[config.mk]
export PLATFORM = sky130hd
export DESIGN_NAME = sdlp_merge
export DESIGN_NICKNAME = d
export VERILOG_FILES = /design/src/rtl/sdlp_pkg.sv /design/src/rtl/sdlp_merge.sv
export SDC_FILE = /design/constraint.sdc
export NUM_CORES = 1
export LEC_CHECK = 0
export ABC_CLOCK_PERIOD_IN_PS = 1500
export BUFFER_PORTS_ARGS = -buffer_cell sky130_fd_sc_hd__buf_2
export CAP_MARGIN = 20
export CORE_ASPECT_RATIO = 0.6
export CORE_MARGIN = 8
export CORE_UTILIZATION = 42
export DETAILED_ROUTE_END_ITERATION = 7
export PLACE_DENSITY = 0.82
export SLEW_MARGIN = 20
export SYNTH_ARGS = -nofsm -noshare
export SYNTH_HDL_FRONTEND = slang
export SYNTH_SLANG_ARGS = --single-unit
[constraint.sdc]
create_clock -name i_clk -period 1.5 [get_ports i_clk]
set_clock_uncertainty 0.2 [all_clocks]
set_input_delay 0.3 -clock i_clk [delete_from_list [all_inputs] [get_ports i_clk]]
set_output_delay 0.3 -clock i_clk [all_outputs]
set_load 0.02 [all_outputs]
[src/rtl/sdlp_pkg.sv]
// Shared types, widths and register indexes of the stereo delay low-pass panner.
`timescale 1ns / 1ps

package sdlp_pkg;

    localparam int SAMPLE_W        = 16;
    localparam int STATE_W         = SAMPLE_W + 8;
    localparam int DELAY_W         = 8;
    localparam int COEF_W          = 16;
    localparam int COEF_FRAC       = 15;
    localparam int GAIN_W          = 16;
    localparam int CFG_IDX_W       = 3;
    localparam int CFG_DATA_W      = 16;
    localparam int DELAY_DEPTH_DEF = 256;

    localparam logic [CFG_IDX_W-1:0] CFG_GAIN_LEFT   = 3'd0;
    localparam logic [CFG_IDX_W-1:0] CFG_GAIN_RIGHT  = 3'd1;
    localparam logic [CFG_IDX_W-1:0] CFG_DELAY_LEFT  = 3'd2;
    localparam logic [CFG_IDX_W-1:0] CFG_DELAY_RIGHT = 3'd3;
    localparam logic [CFG_IDX_W-1:0] CFG_COEF_LEFT   = 3'd4;
    localparam logic [CFG_IDX_W-1:0] CFG_COEF_RIGHT  = 3'd5;

    localparam logic signed [GAIN_W-1:0] GAIN_RESET  = 16'sh7FFF;
    localparam logic [DELAY_W-1:0]       DELAY_RESET = 8'd0;
    localparam logic [COEF_W-1:0]        COEF_ONE    = 16'h8000;

    typedef struct packed {
        logic signed [SAMPLE_W-1:0] left_sample;
        logic signed [SAMPLE_W-1:0] right_sample;
    } t_in_beat;

    typedef struct packed {
        logic signed [SAMPLE_W-1:0] left_out;
        logic signed [SAMPLE_W-1:0] right_out;
    } t_out_beat;

    typedef struct packed {
        logic accept;
        logic diff_en;
        logic mac_en;
        logic gain_en;
    } t_lane_ctl;

endpackage

[src/rtl/sdlp_merge.sv]
// Output stage that joins the two lane results into one registered beat.
`timescale 1ns / 1ps

module sdlp_merge (
    input  logic                                 i_clk,
    input  logic                                 i_rst_n,
    input  logic                                 i_load,
    input  logic signed [sdlp_pkg::SAMPLE_W-1:0] i_left,
    input  logic signed [sdlp_pkg::SAMPLE_W-1:0] i_right,
    output logic                                 o_free,
    output logic                                 o_out_valid,
    input  logic                                 i_out_stall,
    output sdlp_pkg::t_out_beat                  o_out_data
);

    logic                r_valid;
    sdlp_pkg::t_out_beat r_data;

    assign o_free = !r_valid || !i_out_stall;

    always_ff @(posedge i_clk) begin
        if (!i_rst_n) begin
            r_valid <= 1'b0;
        end else if (i_load) begin
            r_valid <= 1'b1;
        end else if (!i_out_stall) begin
            r_valid <= 1'b0;
        end
    end

    always_ff @(posedge i_clk) begin
        if (i_load) begin
            r_data.left_out  <= i_left;
            r_data.right_out <= i_right;
        end
    end

    assign o_out_valid = r_valid;
    assign o_out_data  = r_data;

endmodule

==> out/summary.md <==
Setup repair after global routing left no endpoint under its margin. Global routing used 14.0% of the available tracks. The critical path's top delay family was flip-flops. Averaged over all synthesized cells, the footprint is 27.7 um2. The run gives 180 as the net total in the final layout.

Placer's final routability congestion estimate: 0.743. The placed instances occupy a cell area of 0.00140 mm2. The remaining antenna violation count after routing is 0, and the count of cell instances traversed by the critical path is 1. Setup slack after placement: 376 ps. For the insertion delay of the later-clocked pin in the worst-skew pair, the log shows 280 ps. STA classifies the critical path endpoint as an output pin.

The run gives 2.86 mm as the total wirelength of the detailed-routed design. The final critical delay including setup and external delays is 1340 ps. The synthesized design devotes to its leading area cell type 96.5% of total area. After technology mapping, the gate count stands at 36. Most common cell after layout, fill and taps aside: sky130_fd_sc_hd__buf_2. For the number of I/O pins, the log shows 70.

The biggest area contributor in the post-synthesis netlist is sky130_fd_sc_hd__edfxtp_1. The post-CTS setup-driven buffer insertion count is 0, and the signal arrival time at the worst endpoint is 840 ps. By startpoint and endpoint, the worst setup path is classified as register to output pin. The kind of start point of the critical path is a register. The tools report the worst hold slack after final layout as 4.56 ps. The combined buffer and inverter count along the critical path was 1. Counting the buffers created by CTS gives 5. Once layout is done, the placed cells without fillers occupy 0.00182 mm2. The average via count per standard cell is 4.42, and the post-route worst setup slack is 156 ps. The maximum fanout along the worst path is 1, and the total global routing overflow is 0. The die height is 53.7 um.

After synthesis the netlist holds a flip-flop and latch count of 33. After synthesis, the cell types taking the most area are sky130_fd_sc_hd__edfxtp_1, sky130_fd_sc_hd__dfxtp_1, sky130_fd_sc_hd__nor2b_1. The number of H-tree branching levels is 2. The via count of the first global-routing pass came out at 882.

Per report_power, the combinational group accounts for 13.8% of the total. The aggregate negative setup slack came out at 0 ps. Of the total power, registers draw 50.5%. The average wire per cell in the routed design was 16.3 um; the number of instances in the placed design was 136.

Measured against its own limit, the worst slew margin works out to 88.4%. The core region is 0.00221 mm2. For this design the static power due to leakage is 0.789 nW. The logs give 1000 ps for the worst endpoint required time and 82.1% for the final standard cell utilization of the core. The slowest stage of the critical path is the sky130_fd_sc_hd__edfxtp_1 cell. The first global-routing pass estimated 4.36 mm of wire.

For the count of antenna diodes in the layout, the log shows 0. The run gives 13 as the number of placement rows. The tools report the post-synth net total as 72. The largest vdd supply drop was 0.819 mV; the count of distinct cell types in the synthesized netlist was 5. The post-CTS clock slew at the launch and capture registers of the worst setup and hold paths works out to 70 ps. For this block, the initial DRC count from the detailed router was 26. The sum of net half-perimeters after detailed placement is 1.71 mm, and the total power after layout is 2.19 mW. The power density over the cells was 1210 mW/mm2; the highest cell delay on the worst timing path was 390 ps. Once the floorplan was initialized, standard cells occupied 45.0% of the core. In the layout the commonest cells are sky130_fd_sc_hd__buf_2, sky130_fd_sc_hd__edfxtp_1, sky130_fd_sc_hd__dlygate4sd3_1, sky130_fd_sc_hd__clkbuf_8. The worst register-to-register path has a depth of 2.

TritonCTS built the clock tree. From left edge to right edge, the die measures 78.9 um. Maximum achievable frequency: 744 MHz. The run gives 773 as the via count. The flow ran to the end, and the final reports show no timing, DRC or antenna violations.

The number of hold-slack violations in the final timing report came out at 0. The signal on the critical path passes through buf_2. The post-route netlist has 52.4% of its cells at a drive strength greater than 1. The die covers 0.00424 mm2. The number of cells on the worst hold path is 1, and the final number of setup-violating endpoints is 0. The post-synthesis to final-layout area growth came out at 82.3%.

The number of pins exceeding their max-slew limit in the final report is 0. The count of cells in the finished layout, fillers not included, comes to 175. Port buffering added 69 buffers. For the count of warnings emitted by yosys, the log shows 0. Root buffer cell: sky130_fd_sc_hd__clkbuf_8. The tools report the max-capacitance violation count as 0. Gates resized during post-CTS repair numbered 0. For this design the total switching power over the nets is 0.476 mW.

The clock share of power came out at 35.7%. The switching part of the total is 21.7%, and the number of buffers on the longest clock path is 2. The sequential-to-total area share from yosys stat is 98.5%, and the internal power is 1.72 mW.

In the routed design, unresolved DRC markers number 0. For the clock sink count, the log shows 33. The mapped netlist covers 996 um2. Entering global routing, the biggest net connects 34 pins. At the pin with the least slew margin, the transition time is 174 ps.

The initial antenna violation count came out at 0. The class of the tightest hold or removal check was primary input to register. For the flop-to-flop setup slack, the log shows 690 ps.

Number of buffers inserted for hold repair after clock tree synthesis: 30. The first detailed-routing pass ran for 4 iterations. The final cycle utilization of the critical path came out at 89.6%.
## power groups by stage
stage / Sequential [mW] / Combinational, mW / Clock, mW
floorplan: 1.23 / 0.00403 / 0
global placement: 1.12 / 0.234 / 0
detailed placement: 1.13 / 0.237 / 0
CTS: 1.11 / 0.299 / 0.803
global route: 1.12 / 0.322 / 0.827
finish: 1.11 / 0.303 / 0.783
## final timing paths
path | startpoint | to
max | o_out_data[9] | o_out_data[9]
min | i_left[3] | o_out_data[19]
max reg2reg | o_out_valid | o_out_valid
min reg2reg | o_out_valid | o_out_valid
## synth_stat cells
cell,count
sky130_fd_sc_hd__dfxtp_1,1
sky130_fd_sc_hd__a21oi_1,1
sky130_fd_sc_hd__edfxtp_1,32
sky130_fd_sc_hd__nor2b_1,1
sky130_fd_sc_hd__nand2_1,1
## routing by layer
metal	part of all wire [%]	GRT usage, %
met5	0	0
met3	18	11.3
met4	1.1	6.40
met2	45	22.8
met1	36	12.9
## kinds of logic (layout without fill, tap and decap cells)
family | Yosys count | count (layout) | share of synthesized area (%)
AO/OA/AOI/OAI | 1 | 1 | 0.502
buffers and inverters | 0 | 109 | 0
flip-flops | 33 | 33 | 98.5
AND/OR/NAND/NOR | 2 | 2 | 1.01
## layout make-up
class	count	area [um2]
sequential	33	981
timing repair buffer	101	676
fill	117	397
clock buffer	6	72.6
tap	30	37.5
clock inverter	2	33.8
multi-input combinational	3	15.0
## flip-flops by register name, indices dropped and copies added (netlist names)
register / flops
o_out_data: 32
o_out_valid: 1
(Power assumes the default switching activity.)
